### config.mk
export PLATFORM = sky130hd
export DESIGN_NAME = source_text_tokenizer
export DESIGN_NICKNAME = d
export VERILOG_FILES = /design/src/hdl/sttok_pkg.sv /design/src/hdl/sttok_front.sv /design/src/hdl/sttok_fifo.sv /design/src/hdl/sttok_back.sv /design/src/hdl/source_text_tokenizer.sv
export SDC_FILE = /design/constraint.sdc
export NUM_CORES = 2
export LEC_CHECK = 0
export ABC_CLOCK_PERIOD_IN_PS = 12350
export CELL_PAD_IN_SITES_DETAIL_PLACEMENT = 0
export CELL_PAD_IN_SITES_GLOBAL_PLACEMENT = 1
export CORE_UTILIZATION = 58
export CTS_CLUSTER_SIZE = 16
export DETAILED_ROUTE_END_ITERATION = 8
export DONT_BUFFER_PORTS = 1
export GPL_TIMING_DRIVEN = 0
export HOLD_SLACK_MARGIN = 0.12
export PLACE_DENSITY_LB_ADDON = 0.1
export SYNTH_ARGS = -nofsm -noshare
export SYNTH_HDL_FRONTEND = slang
export SYNTH_SLANG_ARGS = --single-unit
### constraint.sdc
create_clock -name aclk -period 12.35 [get_ports aclk]
set_input_delay 1.235 -clock aclk [delete_from_list [all_inputs] [get_ports aclk]]
set_output_delay 1.235 -clock aclk [all_outputs]
set_load 0.01 [all_outputs]
### src/hdl/sttok_pkg.sv
// Shared types, codes and constants of the source text tokenizer.
`timescale 1ns / 1ps

package sttok_pkg;

    localparam int OFFSET_BITS = 24;
    localparam int LINE_W      = 24;
    localparam int POS_W       = 25;
    localparam int NAME_W      = 24;
    localparam int VALUE_W     = 64;
    localparam int KW_LEN      = 8;
    localparam int KWP_W       = $clog2(KW_LEN + 1);
    localparam int Q_DEPTH     = 4;
    localparam int Q_PTR_W     = $clog2(Q_DEPTH);
    localparam int Q_CNT_W     = $clog2(Q_DEPTH + 1);

    localparam logic [LINE_W-1:0]      LINE_MAX   = {LINE_W{1'b1}};
    localparam logic [OFFSET_BITS-1:0] OFFSET_MAX = {OFFSET_BITS{1'b1}};

    typedef enum logic [3:0] {
        TK_END      = 4'd0,
        TK_KEYWORD  = 4'd1,
        TK_NAME     = 4'd2,
        TK_INTEGER  = 4'd3,
        TK_LPAREN   = 4'd4,
        TK_RPAREN   = 4'd5,
        TK_LBRACE   = 4'd6,
        TK_RBRACE   = 4'd7,
        TK_LBRACKET = 4'd8,
        TK_RBRACKET = 4'd9,
        TK_ERROR    = 4'd10
    } token_kind_t;

    typedef enum logic [2:0] {
        ERR_NONE          = 3'd0,
        ERR_UNKNOWN_CHAR  = 3'd1,
        ERR_BAD_SEPARATOR = 3'd2,
        ERR_ALPHA_IN_INT  = 3'd3,
        ERR_FLOAT         = 3'd4,
        ERR_RADIX         = 3'd5,
        ERR_SUFFIX        = 3'd6
    } error_code_t;

    typedef enum logic [1:0] {
        PH_IDLE = 2'd0,
        PH_NAME = 2'd1,
        PH_ZERO = 2'd2,
        PH_NUM  = 2'd3
    } lex_phase_t;

    // One queue entry: a full first token and an optional short second one.
    typedef struct packed {
        token_kind_t         kind;
        error_code_t         code;
        logic [LINE_W-1:0]   line;
        logic [POS_W-1:0]    pos;
        logic [VALUE_W-1:0]  value;
        logic [NAME_W-1:0]   name_start;
        logic [NAME_W-1:0]   name_length;
        logic                has_second;
        token_kind_t         kind2;
        error_code_t         code2;
        logic [POS_W-1:0]    pos2;
    } entry_t;

    function automatic logic [7:0] kw_char(input logic [KWP_W-2:0] idx);
        logic [7:0] ch;
        case (idx)
            3'd0:    ch = "f";
            3'd1:    ch = "u";
            3'd2:    ch = "n";
            3'd3:    ch = "c";
            3'd4:    ch = "t";
            3'd5:    ch = "i";
            3'd6:    ch = "o";
            3'd7:    ch = "n";
            default: ch = 8'h00;
        endcase
        return ch;
    endfunction

endpackage

### src/hdl/sttok_front.sv
// Front end: accepts source bytes, runs the lexer state and forms queue entries.
`timescale 1ns / 1ps

module sttok_front (
    input  logic                 aclk,
    input  logic                 aresetn,
    input  logic                 s_valid,
    output logic                 s_ready,
    input  logic [7:0]           s_text_byte,
    input  logic                 s_end_marker,
    input  logic                 q_full,
    output logic                 q_push,
    output sttok_pkg::entry_t    q_entry,
    output logic                 halted
);

    sttok_pkg::lex_phase_t                  phase_reg, phase_next;
    logic                                   halted_reg, halted_next;
    logic [sttok_pkg::LINE_W-1:0]           line_reg, line_next;
    logic [sttok_pkg::OFFSET_BITS-1:0]      offset_reg, offset_next;
    logic [sttok_pkg::OFFSET_BITS-1:0]      start_reg, start_next;
    logic [sttok_pkg::VALUE_W-1:0]          value_reg, value_next;
    logic [sttok_pkg::KWP_W-1:0]            kwp_reg, kwp_next;
    logic                                   kwm_reg, kwm_next;
    logic                                   sep_pend_reg, sep_pend_next;
    logic                                   sep_fault_reg, sep_fault_next;
    logic [sttok_pkg::OFFSET_BITS-1:0]      sep_fpos_reg, sep_fpos_next;

    logic                                   accept;
    logic [7:0]                             c;
    logic                                   is_ws, is_dig, is_alp, is_us, is_word;
    logic [sttok_pkg::POS_W-1:0]            pos_here, pos_after, pos_fault;
    logic [sttok_pkg::VALUE_W-1:0]          digit_val, value_x10;

    // Idle-byte outcome, worked out for every byte
    logic                                   idle_emit, idle_fail;
    sttok_pkg::token_kind_t                 idle_kind;
    sttok_pkg::error_code_t                 idle_code;
    logic [sttok_pkg::POS_W-1:0]            idle_pos;

    logic                                   do_idle, idle_slot2, emit0;
    sttok_pkg::entry_t                      ent;

    assign accept  = s_valid && s_ready;
    assign s_ready = !q_full;
    assign halted  = halted_reg;
    assign c       = s_text_byte;

    assign is_ws   = (c == " ") || (c == 8'h09) || (c == 8'h0D) || (c == 8'h0A);
    assign is_dig  = (c >= "0") && (c <= "9");
    assign is_alp  = ((c >= "a") && (c <= "z")) || ((c >= "A") && (c <= "Z"));
    assign is_us   = (c == "_");
    assign is_word = is_alp || is_dig || is_us;

    assign pos_here  = sttok_pkg::POS_W'(offset_reg) + sttok_pkg::POS_W'(1);
    assign pos_after = sttok_pkg::POS_W'(offset_reg) + sttok_pkg::POS_W'(2);
    assign pos_fault = sttok_pkg::POS_W'(sep_fpos_reg) + sttok_pkg::POS_W'(1);

    assign digit_val = sttok_pkg::VALUE_W'(c - "0");
    assign value_x10 = {value_reg[sttok_pkg::VALUE_W-4:0], 3'b000}
                     + {value_reg[sttok_pkg::VALUE_W-2:0], 1'b0};

    always_comb begin
        idle_emit = 1'b0;
        idle_fail = 1'b0;
        idle_kind = sttok_pkg::TK_END;
        idle_code = sttok_pkg::ERR_NONE;
        idle_pos  = pos_after;
        if (!is_ws && !is_dig && !is_alp && !is_us) begin
            idle_emit = 1'b1;
            case (c)
                "(":     idle_kind = sttok_pkg::TK_LPAREN;
                ")":     idle_kind = sttok_pkg::TK_RPAREN;
                "{":     idle_kind = sttok_pkg::TK_LBRACE;
                "}":     idle_kind = sttok_pkg::TK_RBRACE;
                "[":     idle_kind = sttok_pkg::TK_LBRACKET;
                "]":     idle_kind = sttok_pkg::TK_RBRACKET;
                default: begin
                    idle_kind = sttok_pkg::TK_ERROR;
                    idle_code = sttok_pkg::ERR_UNKNOWN_CHAR;
                    idle_pos  = pos_here;
                    idle_fail = 1'b1;
                end
            endcase
        end
    end

    always_comb begin
        phase_next     = phase_reg;
        halted_next    = halted_reg;
        line_next      = line_reg;
        offset_next    = offset_reg;
        start_next     = start_reg;
        value_next     = value_reg;
        kwp_next       = kwp_reg;
        kwm_next       = kwm_reg;
        sep_pend_next  = sep_pend_reg;
        sep_fault_next = sep_fault_reg;
        sep_fpos_next  = sep_fpos_reg;

        do_idle    = 1'b0;
        idle_slot2 = 1'b0;
        emit0      = 1'b0;

        ent             = '0;
        ent.kind        = sttok_pkg::TK_END;
        ent.code        = sttok_pkg::ERR_NONE;
        ent.kind2       = sttok_pkg::TK_END;
        ent.code2       = sttok_pkg::ERR_NONE;
        ent.line        = line_reg;
        ent.pos         = pos_here;
        ent.pos2        = pos_here;

        if (accept && !halted_reg) begin
            if (s_end_marker) begin
                halted_next = 1'b1;
                phase_next  = sttok_pkg::PH_IDLE;
                emit0       = 1'b1;
                case (phase_reg)
                    sttok_pkg::PH_NAME: begin
                        if (kwm_reg && kwp_reg == sttok_pkg::KWP_W'(sttok_pkg::KW_LEN)) begin
                            ent.kind = sttok_pkg::TK_KEYWORD;
                        end else begin
                            ent.kind        = sttok_pkg::TK_NAME;
                            ent.name_start  = sttok_pkg::NAME_W'(start_reg);
                            ent.name_length = sttok_pkg::NAME_W'(offset_reg - start_reg);
                        end
                        ent.has_second = 1'b1;
                    end
                    sttok_pkg::PH_ZERO, sttok_pkg::PH_NUM: begin
                        if (sep_fault_reg) begin
                            ent.kind = sttok_pkg::TK_ERROR;
                            ent.code = sttok_pkg::ERR_BAD_SEPARATOR;
                            ent.pos  = pos_fault;
                        end else if (sep_pend_reg) begin
                            ent.kind = sttok_pkg::TK_ERROR;
                            ent.code = sttok_pkg::ERR_BAD_SEPARATOR;
                        end else begin
                            ent.kind       = sttok_pkg::TK_INTEGER;
                            ent.value      = value_reg;
                            ent.has_second = 1'b1;
                        end
                    end
                    default: ent.kind = sttok_pkg::TK_END;
                endcase
            end else begin
                if (offset_reg != sttok_pkg::OFFSET_MAX) begin
                    offset_next = offset_reg + sttok_pkg::OFFSET_BITS'(1);
                end
                case (phase_reg)
                    sttok_pkg::PH_NAME: begin
                        if (is_word) begin
                            if (kwm_reg && kwp_reg < sttok_pkg::KWP_W'(sttok_pkg::KW_LEN)
                                && c == sttok_pkg::kw_char(kwp_reg[sttok_pkg::KWP_W-2:0])) begin
                                kwp_next = kwp_reg + sttok_pkg::KWP_W'(1);
                            end else begin
                                kwm_next = 1'b0;
                            end
                        end else begin
                            emit0 = 1'b1;
                            if (kwm_reg && kwp_reg == sttok_pkg::KWP_W'(sttok_pkg::KW_LEN)) begin
                                ent.kind = sttok_pkg::TK_KEYWORD;
                            end else begin
                                ent.kind        = sttok_pkg::TK_NAME;
                                ent.name_start  = sttok_pkg::NAME_W'(start_reg);
                                ent.name_length = sttok_pkg::NAME_W'(offset_reg - start_reg);
                            end
                            do_idle    = 1'b1;
                            idle_slot2 = 1'b1;
                        end
                    end
                    sttok_pkg::PH_ZERO, sttok_pkg::PH_NUM: begin
                        if (phase_reg == sttok_pkg::PH_ZERO
                            && (c == "x" || c == "X" || c == "o" || c == "O"
                                || c == "b" || c == "B")) begin
                            emit0       = 1'b1;
                            halted_next = 1'b1;
                            ent.kind    = sttok_pkg::TK_ERROR;
                            ent.code    = sttok_pkg::ERR_RADIX;
                        end else if (is_dig) begin
                            if (!sep_fault_reg) begin
                                value_next = value_x10 + digit_val;
                            end
                            sep_pend_next = 1'b0;
                            phase_next    = sttok_pkg::PH_NUM;
                        end else if (is_us) begin
                            if (sep_pend_reg && !sep_fault_reg) begin
                                sep_fault_next = 1'b1;
                                sep_fpos_next  = offset_reg;
                            end
                            sep_pend_next = 1'b1;
                            phase_next    = sttok_pkg::PH_NUM;
                        end else if (c == "." || c == "e" || c == "E") begin
                            emit0       = 1'b1;
                            halted_next = 1'b1;
                            ent.kind    = sttok_pkg::TK_ERROR;
                            ent.code    = sttok_pkg::ERR_FLOAT;
                        end else if (sep_fault_reg) begin
                            emit0       = 1'b1;
                            halted_next = 1'b1;
                            ent.kind    = sttok_pkg::TK_ERROR;
                            ent.code    = sttok_pkg::ERR_BAD_SEPARATOR;
                            ent.pos     = pos_fault;
                        end else if (sep_pend_reg) begin
                            emit0       = 1'b1;
                            halted_next = 1'b1;
                            ent.kind    = sttok_pkg::TK_ERROR;
                            ent.code    = sttok_pkg::ERR_BAD_SEPARATOR;
                        end else if (c == "i" || c == "I") begin
                            emit0       = 1'b1;
                            halted_next = 1'b1;
                            ent.kind    = sttok_pkg::TK_ERROR;
                            ent.code    = sttok_pkg::ERR_SUFFIX;
                        end else if (is_alp) begin
                            emit0       = 1'b1;
                            halted_next = 1'b1;
                            ent.kind    = sttok_pkg::TK_ERROR;
                            ent.code    = sttok_pkg::ERR_ALPHA_IN_INT;
                        end else begin
                            emit0      = 1'b1;
                            ent.kind   = sttok_pkg::TK_INTEGER;
                            ent.value  = value_reg;
                            do_idle    = 1'b1;
                            idle_slot2 = 1'b1;
                        end
                    end
                    default: do_idle = 1'b1;
                endcase
            end

            // Handle the byte as the first byte of a fresh token
            if (do_idle) begin
                phase_next = sttok_pkg::PH_IDLE;
                if (is_ws) begin
                    if (c == 8'h0A && line_reg != sttok_pkg::LINE_MAX) begin
                        line_next = line_reg + sttok_pkg::LINE_W'(1);
                    end
                end else if (is_dig) begin
                    start_next     = offset_reg;
                    value_next     = digit_val;
                    sep_pend_next  = 1'b0;
                    sep_fault_next = 1'b0;
                    sep_fpos_next  = '0;
                    phase_next     = (c == "0") ? sttok_pkg::PH_ZERO : sttok_pkg::PH_NUM;
                end else if (is_alp || is_us) begin
                    start_next = offset_reg;
                    kwm_next   = (c == sttok_pkg::kw_char('0));
                    kwp_next   = (c == sttok_pkg::kw_char('0)) ? sttok_pkg::KWP_W'(1) : '0;
                    phase_next = sttok_pkg::PH_NAME;
                end
                if (idle_fail) begin
                    halted_next = 1'b1;
                end
                if (idle_emit) begin
                    if (idle_slot2) begin
                        ent.has_second = 1'b1;
                        ent.kind2      = idle_kind;
                        ent.code2      = idle_code;
                        ent.pos2       = idle_pos;
                    end else begin
                        emit0    = 1'b1;
                        ent.kind = idle_kind;
                        ent.code = idle_code;
                        ent.pos  = idle_pos;
                    end
                end
            end
        end
    end

    assign q_push  = emit0;
    assign q_entry = ent;

    always_ff @(posedge aclk) begin
        if (!aresetn) begin
            phase_reg     <= sttok_pkg::PH_IDLE;
            halted_reg    <= 1'b0;
            line_reg      <= sttok_pkg::LINE_W'(1);
            offset_reg    <= '0;
            start_reg     <= '0;
            value_reg     <= '0;
            kwp_reg       <= '0;
            kwm_reg       <= 1'b1;
            sep_pend_reg  <= 1'b0;
            sep_fault_reg <= 1'b0;
            sep_fpos_reg  <= '0;
        end else begin
            phase_reg     <= phase_next;
            halted_reg    <= halted_next;
            line_reg      <= line_next;
            offset_reg    <= offset_next;
            start_reg     <= start_next;
            value_reg     <= value_next;
            kwp_reg       <= kwp_next;
            kwm_reg       <= kwm_next;
            sep_pend_reg  <= sep_pend_next;
            sep_fault_reg <= sep_fault_next;
            sep_fpos_reg  <= sep_fpos_next;
        end
    end

endmodule

### src/hdl/sttok_fifo.sv
// Short token queue between the lexer front end and the output stage.
`timescale 1ns / 1ps

module sttok_fifo (
    input  logic                 aclk,
    input  logic                 aresetn,
    input  logic                 push,
    input  sttok_pkg::entry_t    wr_entry,
    input  logic                 pop,
    output sttok_pkg::entry_t    rd_entry,
    output logic                 full,
    output logic                 empty
);

    sttok_pkg::entry_t                mem [sttok_pkg::Q_DEPTH];
    logic [sttok_pkg::Q_PTR_W-1:0]    wr_ptr_reg, rd_ptr_reg;
    logic [sttok_pkg::Q_CNT_W-1:0]    count_reg;

    assign full     = (count_reg == sttok_pkg::Q_CNT_W'(sttok_pkg::Q_DEPTH));
    assign empty    = (count_reg == '0);
    assign rd_entry = mem[rd_ptr_reg];

    always_ff @(posedge aclk) begin
        if (push) begin
            mem[wr_ptr_reg] <= wr_entry;
        end
    end

    always_ff @(posedge aclk) begin
        if (!aresetn) begin
            wr_ptr_reg <= '0;
            rd_ptr_reg <= '0;
            count_reg  <= '0;
        end else begin
            if (push) begin
                wr_ptr_reg <= wr_ptr_reg + sttok_pkg::Q_PTR_W'(1);
            end
            if (pop) begin
                rd_ptr_reg <= rd_ptr_reg + sttok_pkg::Q_PTR_W'(1);
            end
            if (push && !pop) begin
                count_reg <= count_reg + sttok_pkg::Q_CNT_W'(1);
            end else if (pop && !push) begin
                count_reg <= count_reg - sttok_pkg::Q_CNT_W'(1);
            end
        end
    end

endmodule

### src/hdl/sttok_back.sv
// Output stage: drains queue entries and shows one token per transfer.
`timescale 1ns / 1ps

module sttok_back (
    input  logic                                aclk,
    input  logic                                aresetn,
    input  sttok_pkg::entry_t                   q_entry,
    input  logic                                q_empty,
    output logic                                q_pop,
    output logic                                m_valid,
    input  logic                                m_ready,
    output logic [3:0]                          m_token_kind,
    output logic [2:0]                          m_error_code,
    output logic [sttok_pkg::LINE_W-1:0]        m_line_number,
    output logic [sttok_pkg::POS_W-1:0]         m_text_position,
    output logic signed [sttok_pkg::VALUE_W-1:0] m_integer_value,
    output logic [sttok_pkg::NAME_W-1:0]        m_name_start,
    output logic [sttok_pkg::NAME_W-1:0]        m_name_length,
    output logic                                m_run_end
);

    logic                               valid_reg;
    logic                               sec_pend_reg;
    sttok_pkg::token_kind_t             kind_reg, sec_kind_reg;
    sttok_pkg::error_code_t             code_reg, sec_code_reg;
    logic [sttok_pkg::LINE_W-1:0]       line_reg;
    logic [sttok_pkg::POS_W-1:0]        pos_reg, sec_pos_reg;
    logic [sttok_pkg::VALUE_W-1:0]      value_reg;
    logic [sttok_pkg::NAME_W-1:0]       nstart_reg, nlen_reg;
    logic                               run_end_reg;
    logic                               load;

    assign load  = !valid_reg || m_ready;
    assign q_pop = load && !sec_pend_reg && !q_empty;

    always_ff @(posedge aclk) begin
        if (!aresetn) begin
            valid_reg    <= 1'b0;
            sec_pend_reg <= 1'b0;
        end else if (load) begin
            if (sec_pend_reg) begin
                valid_reg    <= 1'b1;
                sec_pend_reg <= 1'b0;
            end else if (!q_empty) begin
                valid_reg    <= 1'b1;
                sec_pend_reg <= q_entry.has_second;
            end else begin
                valid_reg <= 1'b0;
            end
        end
    end

    // Payload: the second token reuses the line of the first
    always_ff @(posedge aclk) begin
        if (load) begin
            if (sec_pend_reg) begin
                kind_reg    <= sec_kind_reg;
                code_reg    <= sec_code_reg;
                pos_reg     <= sec_pos_reg;
                value_reg   <= '0;
                nstart_reg  <= '0;
                nlen_reg    <= '0;
                run_end_reg <= 1'b1;
            end else if (!q_empty) begin
                kind_reg     <= q_entry.kind;
                code_reg     <= q_entry.code;
                line_reg     <= q_entry.line;
                pos_reg      <= q_entry.pos;
                value_reg    <= q_entry.value;
                nstart_reg   <= q_entry.name_start;
                nlen_reg     <= q_entry.name_length;
                run_end_reg  <= !q_entry.has_second;
                sec_kind_reg <= q_entry.kind2;
                sec_code_reg <= q_entry.code2;
                sec_pos_reg  <= q_entry.pos2;
            end
        end
    end

    assign m_valid         = valid_reg;
    assign m_token_kind    = kind_reg;
    assign m_error_code    = code_reg;
    assign m_line_number   = line_reg;
    assign m_text_position = pos_reg;
    assign m_integer_value = $signed(value_reg);
    assign m_name_start    = nstart_reg;
    assign m_name_length   = nlen_reg;
    assign m_run_end       = run_end_reg;

endmodule

### src/hdl/source_text_tokenizer.sv
// Top level of the source text tokenizer: front end, token queue, output stage.
//
//   channel | direction | ports                           | transfer when
//   s_      | in        | s_text_byte, s_end_marker       | s_valid && s_ready
//   m_      | out       | m_token_kind .. m_run_end       | m_valid && m_ready
//
// One byte is taken per cycle unless the queue is full, and is lexed in that cycle.
// A byte that yields two tokens holds the output stage for two transfers.
// Tokens cross the queue, then the output register; the queue holds four entries.
// s_ready falls only while the queue is full. Reset is synchronous.
// After an error or end token, bytes are still taken but give no tokens.
`timescale 1ns / 1ps

module source_text_tokenizer (
    input  logic                                 aclk,
    input  logic                                 aresetn,
    input  logic                                 s_valid,
    output logic                                 s_ready,
    input  logic [7:0]                           s_text_byte,
    input  logic                                 s_end_marker,
    output logic                                 m_valid,
    input  logic                                 m_ready,
    output logic [3:0]                           m_token_kind,
    output logic [2:0]                           m_error_code,
    output logic [sttok_pkg::LINE_W-1:0]         m_line_number,
    output logic [sttok_pkg::POS_W-1:0]          m_text_position,
    output logic signed [sttok_pkg::VALUE_W-1:0] m_integer_value,
    output logic [sttok_pkg::NAME_W-1:0]         m_name_start,
    output logic [sttok_pkg::NAME_W-1:0]         m_name_length,
    output logic                                 m_run_end
);

    logic                 q_push, q_pop, q_full, q_empty, halted;
    sttok_pkg::entry_t    wr_entry, rd_entry;

    sttok_front u_front (
        .aclk         (aclk),
        .aresetn      (aresetn),
        .s_valid      (s_valid),
        .s_ready      (s_ready),
        .s_text_byte  (s_text_byte),
        .s_end_marker (s_end_marker),
        .q_full       (q_full),
        .q_push       (q_push),
        .q_entry      (wr_entry),
        .halted       (halted)
    );

    sttok_fifo u_fifo (
        .aclk     (aclk),
        .aresetn  (aresetn),
        .push     (q_push),
        .wr_entry (wr_entry),
        .pop      (q_pop),
        .rd_entry (rd_entry),
        .full     (q_full),
        .empty    (q_empty)
    );

    sttok_back u_back (
        .aclk            (aclk),
        .aresetn         (aresetn),
        .q_entry         (rd_entry),
        .q_empty         (q_empty),
        .q_pop           (q_pop),
        .m_valid         (m_valid),
        .m_ready         (m_ready),
        .m_token_kind    (m_token_kind),
        .m_error_code    (m_error_code),
        .m_line_number   (m_line_number),
        .m_text_position (m_text_position),
        .m_integer_value (m_integer_value),
        .m_name_start    (m_name_start),
        .m_name_length   (m_name_length),
        .m_run_end       (m_run_end)
    );

`ifndef NO_ASSERTIONS
    a_no_push_full: assert property (@(posedge aclk) disable iff (!aresetn)
        q_push |-> !q_full)
        else $error("token queue written while full");

    a_no_pop_empty: assert property (@(posedge aclk) disable iff (!aresetn)
        q_pop |-> !q_empty)
        else $error("token queue read while empty");

    a_halt_sticks: assert property (@(posedge aclk) disable iff (!aresetn)
        halted |=> halted && !q_push)
        else $error("token produced after halt");

    a_final_run_end: assert property (@(posedge aclk) disable iff (!aresetn)
        m_valid && (m_token_kind == sttok_pkg::TK_END
                    || m_token_kind == sttok_pkg::TK_ERROR) |-> m_run_end)
        else $error("end or error token not last of its byte");
`endif

endmodule
## Word-level counts from Yosys, hierarchy flattened

Memories as Yosys holds them, arrays and structs flattened. A register that Yosys moved wholly into a read port is not among the register bits.
Cells that the tools add are included.

| storage, ports and cells | value |
|---|---|
| output and inout bits | 171 |
| bits in writable memories | 804 |
| memories kept | 2 |
| register bits after elaboration | 380 |
| bits in read-only memories | 40 |
| bits of input ports | 13 |
| word-level logic and storage cells | 334 |

Memories:

| name | depth | bits a word | rd ports | clocked after Yosys merged registers in | wr ports | line | text |
|---|---|---|---|---|---|---|---|
| u_fifo.mem | 4 | 201 | 1 | 1 | 1 | sttok_fifo.sv:15 | `sttok_pkg::entry_t mem [sttok_pkg::Q_DEPTH];` |
| (name not given) | 8 | 5 | 1 | 1 | 0 | sttok_pkg.sv:68 | `case (idx)` |

| operators by class | value |
|---|---|
| reductions and logical operators | 60 |
| bitwise operators | 4 |
| $add $sub $neg | 14 |
| eq/ne operators | 34 |
| $lt $le $gt $ge | 7 |
| mux-type cells | 186 |

Operators by type and width:

| cell | count |
|---|---|
| 64-bit two-way mux | 15 |
| 89-bit two-way mux | 6 |
| 24-bit two-way mux | 13 |
| 25-bit two-way mux | 8 |
| 48-bit two-way mux | 4 |
| 170-bit two-way mux | 1 |
| 137-bit two-way mux | 1 |
| 64-bit adder | 2 |
| 8-bit by 7-bit == test with 1-bit output (second input constant) | 16 |
| 33-bit two-way mux | 3 |
| 7-bit two-way mux | 13 |
| 1-bit two-way mux | 75 |
| 4-bit two-way mux | 14 |
| 24-bit by 1-bit adder with 25-bit output (second input constant) | 2 |
| 24-bit by 1-bit adder with 24-bit output (second input constant) | 2 |
| 24-bit inequality test (second input constant) | 2 |
| 8-bit by 6-bit == test with 1-bit output (second input constant) | 5 |
| 8-bit two-way mux | 4 |
| 3-bit two-way mux | 9 |
| 2-bit two-way mux | 13 |
| 24-bit by 2-bit adder with 25-bit output (second input constant) | 1 |
| 8-bit by 4-bit == test with 1-bit output (second input constant) | 3 |
| 4-bit one-hot mux with 6 select lines | 1 |
| 24-bit subtractor | 1 |
| 32 further kinds | 91 |

## Depth between registers and ports, before layout

| logic depth | value |
|---|---|
| depth in word-level cells | 22 |
| depth in mapped cells | 18 |
| gate-level depth less buffers | 16 |

## Modules after synthesis

A second synthesis with hierarchy kept.

| second synthesis, totals | value |
|---|---|
| cells, all modules | 3,638 |
| area, all modules | 53,610.2 um^2 |

By module, submodules not included:

| module | area each (um^2) | times used | cells each | seq. area each (um^2) |
|---|---|---|---|---|
| sttok_fifo | 29,660.9 | 1 | 1,093 | 24,323.3 |
| sttok_front | 16,625.9 | 1 | 2,170 | 3,503.4 |
| sttok_back | 7,323.3 | 1 | 375 | 6,075.8 |

## Least setup slack after synthesis

Ideal clock, no wire load.

| path | value |
|---|---|
| kind | in2reg |
| start point | input s_text_byte[5] |
| end point | memory u_fifo.mem[0][0] (netlist name) (enable) |
| buffers on the path | 2 |
| setup slack | 3.901 ns |
| stages | 12 |
| required time | 11.766 ns |
| arrival | 7.865 ns |
| library setup time | 0.584 ns |
| path through | clkbuf_1 > inv_1 > ha_1 > nand4b_1 > a21oi_1 > a2bb2oi_1 > o21ai_4 > and2_1 > clkbuf_2 > nand3_1 > a41oi_2 > and2_1 |

| on the way | value |
|---|---|
| longest elaborated chain between the ends | 20 |
| elaborated cells on any way between the ends | 74 |
| classes of those cells | order compare (6); eq/ne (16); mux (27); reduce/logical (25) |

RTL lines:

| element | line | text |
|---|---|---|
| start: declaration | source_text_tokenizer.sv:19 | `input logic [7:0] s_text_byte,` |
| 8-bit by 7-bit greater-or-equal comparator with 1-bit output or 8-bit by 7-bit <= comparator with 1-bit output (tied branches) | sttok_front.sv:51 | `assign is_alp = ((c >= "a") && (c <= "z")) \|\| ((c >= "A") && (c <= "Z"));` |
| 1-bit logical AND | sttok_front.sv:51 |  |
| 1-bit logical OR | sttok_front.sv:51 |  |
| 1-bit two-way mux | sttok_front.sv:214 | `end else if (is_alp) begin` |
| 1-bit two-way mux | sttok_front.sv:209 | `end else if (c == "i" \|\| c == "I") begin` |
| 1-bit two-way mux | sttok_front.sv:204 | `end else if (sep_pend_reg) begin` |
| 1-bit two-way mux | sttok_front.sv:198 | `end else if (sep_fault_reg) begin` |
| 1-bit two-way mux | sttok_front.sv:193 | `end else if (c == "." \|\| c == "e" \|\| c == "E") begin` |
| [5 not listed] | - |  |
| 1-bit two-way mux | sttok_front.sv:114 | `if (accept && !halted_reg) begin` |
| 1-bit two-way mux | sttok_front.sv:255 | `if (idle_slot2) begin` |
| 1-bit two-way mux | sttok_front.sv:254 | `if (idle_emit) begin` |
| 1-bit two-way mux (*) | sttok_front.sv:232 | `if (do_idle) begin` |
| 1-bit two-way mux (*) | sttok_front.sv:114 |  |
| via q_push | source_text_tokenizer.sv:33 | `logic q_push, q_pop, q_full, q_empty, halted;` |
| 1-bit two-way mux (*) | sttok_fifo.sv:24 | `if (push) begin` |
| 1-bit two-way mux (not written as such) (*) | sttok_fifo.sv:25 | `mem[wr_ptr_reg] <= wr_entry;` |
| end: declaration | sttok_fifo.sv:15 |  |

Mark *: on every way through the listed nets, which the timed path passes. The rest lies on a longest branch. The select of a mux whose other input is x is not followed.

## Worst setup path after layout

| path | value |
|---|---|
| start point | input s_text_byte[4] |
| end point | register u_front.value_reg[54] (netlist name) |

| on the way | value |
|---|---|
| longest elaborated chain between the ends | 15 |
| elaborated cells on any way between the ends | 62 |
| classes of those cells | add/sub (2); order compare (6); eq/ne (16); mux (20); reduce/logical (18) |

RTL lines:

| element | line | text |
|---|---|---|
| branches (longest 14 deep; another with 64-bit adder) | - |  |
| 64-bit two-way mux (*) | sttok_front.sv:232 |  |
| end signal: assignment | sttok_front.sv:293 | `value_reg <= value_next;` |
| end: declaration | sttok_front.sv:22 | `logic [sttok_pkg::VALUE_W-1:0] value_reg, value_next;` |

Mark *: on every way between the ends. The select of a mux whose other input is x is not followed.
A chain may end at the register's enable or synchronous reset.

==> run metrics <==
status finished, final reports clean; clk buf depth 3; CP peak stage delay 0.70 ns; VDD IR max 0.161 mV; row count 110; WL/cell 25.5 um; H-tree Lvls 3; M3 GR Usage 5.06%; Critical Path Sink Type flip-flop; Final #Nets 4016; via count 31.3k; RSZ-0062 raised after global routing false; setup ws final 6.09 ns; vias in the first global route 31.9k; CTS Sinks 1181; largest net degree at the start of global routing 57; DIE WIDTH 304 um; hold buffers post-CTS 0; Crit path max-delay family compound AO/OA/AOI/OAI gates; hold slack 0.489 ns; max_cap viols 0; Slew HR 11.8%; Mapped Nets 3869; # setup viols final 0; Worst Hold Class reg -> reg; Worst Path Max Fanout 56; Fin Setup TNS 0 ns; Initial Util 58.7%; GRT Resource Usage Total 28.5%; top_reg_cell synth edfxtp_1; Fmax 160 MHz; DP Area 55000 um2; Syn-to-layout area delta 10.9%; port bufs 0; TritonCTS Buffers 117; DRT iter0 DRCs 2544; Leak 0.0199 uW; fin crit period 6.26 ns; Die Y 304 um; Worst Skew 0.0242 ns; GR peak layer met2; final hold violation count 0; Worst-Skew Late Latency 0.71 ns; dpl hpwl 92.1 mm; Max Transition Viols Final 0; FF-to-FF setup slack 7.80 ns; post-synthesis sequential area ratio 63.4%; die area 92500 um2; Critical Path RT 12.95 ns; Synth Area per Inst 14.4 um2; max reg flops 796; grt total ovfl 0; met2 GRT Util 47.5%; Routed WL 130 mm; final core occ 65.1%; Antenna Diode Count 0; Yosys reg bits 1181; TritonCTS clock tree yes; Setup crit start kind primary input; vias per cell 6.13; Post-Syn Area 53000 um2; # IOs 184; first drt pass iteration count 7; initial antenna violation count 3; Root Driver clkbuf_16; GPL Wtd Cong 0.921; post-CTS sizing 0; Final Instance Area 58700 um2; Worst Max-Slew Pin Slew 1.32 ns; sum of buffers and inverters on the critical path 4; yosys warns 0; CP max-delay cell inv_4; post-route ant nets 0; synth unique cells 91; global-route wire length before repair 198 mm; # Post-CTS Setup Buffers 0; share of cells above drive strength 1 13.1%; core area 90300 um2; met1 Use GR 38.7%; DR DRC count 0; crit-path cells ha_1 -> clkbuf_1 -> or3_1 -> clkbuf_1 -> inv_4 -> fa_1 -> ha_1 -> clkbuf_1 -> a21oi_1 -> o21ai_0 -> a41o_1 -> a221o_1 -> a21oi_1 -> o31ai_2 -> a21oi_1 -> xor2_1 -> o21ai_0 -> a31o_2; Clock Pin Slew Worst Setup and Hold Paths 0.06 ns; Setup CP Type in -> reg; Worst EP arrival 6.86 ns; Post-synth EDFFs 995; PD cells 189 nW/um2; Final period util 50.7%; pre-CTS WS 5.38 ns; ys async rst share 0%; Syn Inst Count 3687
==> cells in the mapped netlist (8+ instances only) <==
cell | number | area [um2]
a31oi_1 | 22 | 138
nor2_1 | 246 | 923
xor2_1 | 79 | 692
nor2b_1 | 126 | 788
o31ai_1 | 10 | 75.1
a211oi_1 | 15 | 113
o211ai_1 | 23 | 173
ha_1 | 106 | 1330
a21o_1 | 36 | 270
dfxtp_1 | 186 | 3720
nor4_1 | 8 | 50.1
and2_1 | 94 | 588
or3_1 | 21 | 131
o21ai_0 | 142 | 711
o22ai_1 | 24 | 150
nand2b_1 | 13 | 81.3
o21a_1 | 15 | 113
a22oi_1 | 20 | 150
inv_1 | 89 | 334
and4_1 | 9 | 78.8
mux2i_1 | 32 | 320
edfxtp_1 | 995 | 29900
mux2_2 | 33 | 372
clkbuf_1 | 130 | 488
xnor2_1 | 125 | 1090
mux4_2 | 199 | 4480
and3_1 | 30 | 188
nor3_1 | 34 | 170
nand2_1 | 244 | 916
buf_2 | 33 | 165
nand3_1 | 68 | 340
fa_1 | 63 | 1260
o21bai_1 | 12 | 90.1
a21oi_1 | 208 | 1040
nand4_1 | 33 | 206
buf_1 | 33 | 124
==> cell families (layout without fill, tap and decap cells) <==
| logic type | Yosys count | in the layout | synth area share (%) |
|---|---|---|---|
| buffers and inverters | 291 | 538 | 2.19 |
| adder cells (fa/ha/maj) | 169 | 169 | 4.89 |
| flip-flops | 1181 | 1181 | 63.4 |
| AO/OA/AOI/OAI | 613 | 613 | 7.22 |
| multiplexers | 266 | 266 | 9.82 |
| XOR/XNOR | 204 | 204 | 3.37 |
| AND/OR/NAND/NOR | 963 | 963 | 9.06 |
==> worst reg2reg max path, stage by stage (launching register included) <==
cell	delay (ns)
dfxtp_1	0.44
inv_1	0.09
fa_1	0.51
inv_1	0.05
ha_1	0.35
a211o_1	0.32
a31oi_1	0.22
o21ai_1	0.15
a41o_1	0.37
a21oi_1	0.43
o31ai_2	0.25
a21oi_1	0.46
xor2_1	0.38
o21ai_0	0.13
a31o_2	0.28
==> routing by layer <==
metal  share of wire (%)  vias to the layer above
met5                   0                        -
met4                 2.8                        0
met3                 5.9                      201
met2                  49                     1016
met1                  42                    15929
li1                    -                    14168
==> cells in the final DEF (no fill, tap or decap), types with 79 or more instances in the layout <==
master,n
edfxtp_1,995
nor2_1,245
nand2_1,244
a21oi_1,208
mux4_2,199
dfxtp_1,186
clkbuf_1,161
o21ai_0,142
nor2b_1,126
xnor2_1,125
clkbuf_16,118
ha_1,106
and2_1,90
inv_1,88
xor2_1,79
==> power breakdown <==
group / total (uW) / internal (uW) / switching (uW)
Sequential: 5450 / 5080 / 364
Clock: 3380 / 1900 / 1490
Combinational: 2250 / 906 / 1340
==> metrics by stage <==
stage	power, uW	instances
3_3_place_gp	7820	4863
4_1_cts	11200	5109
3_5_place_dp	7780	4890
6_report	11100	5110
2_1_floorplan	7070	3687
5_1_grt	11500	5110
==> worst paths after layout <==
path / start / endpoint / cells after the start
setup / recovery: s_text_byte[4] / u_front.value_reg[54] / 18
hold / removal: u_front.sep_fpos_reg[15] / u_front.sep_fpos_reg[15] / 2
setup reg to reg: u_front.value_reg[5] / u_front.value_reg[54] / 14
hold reg to reg: u_front.sep_fpos_reg[15] / u_front.sep_fpos_reg[15] / 2
==> final cells by class <==
class,instances,area (um2)
sequential,1181,33600
fill,6450,31500
multi-input combinational,2215,18200
clock buffer,160,3190
tap,1176,1470
buffer,201,827
timing repair buffer,28,589
clock inverter,59,499
inverter,90,340
(Power assumes the default switching activity.)
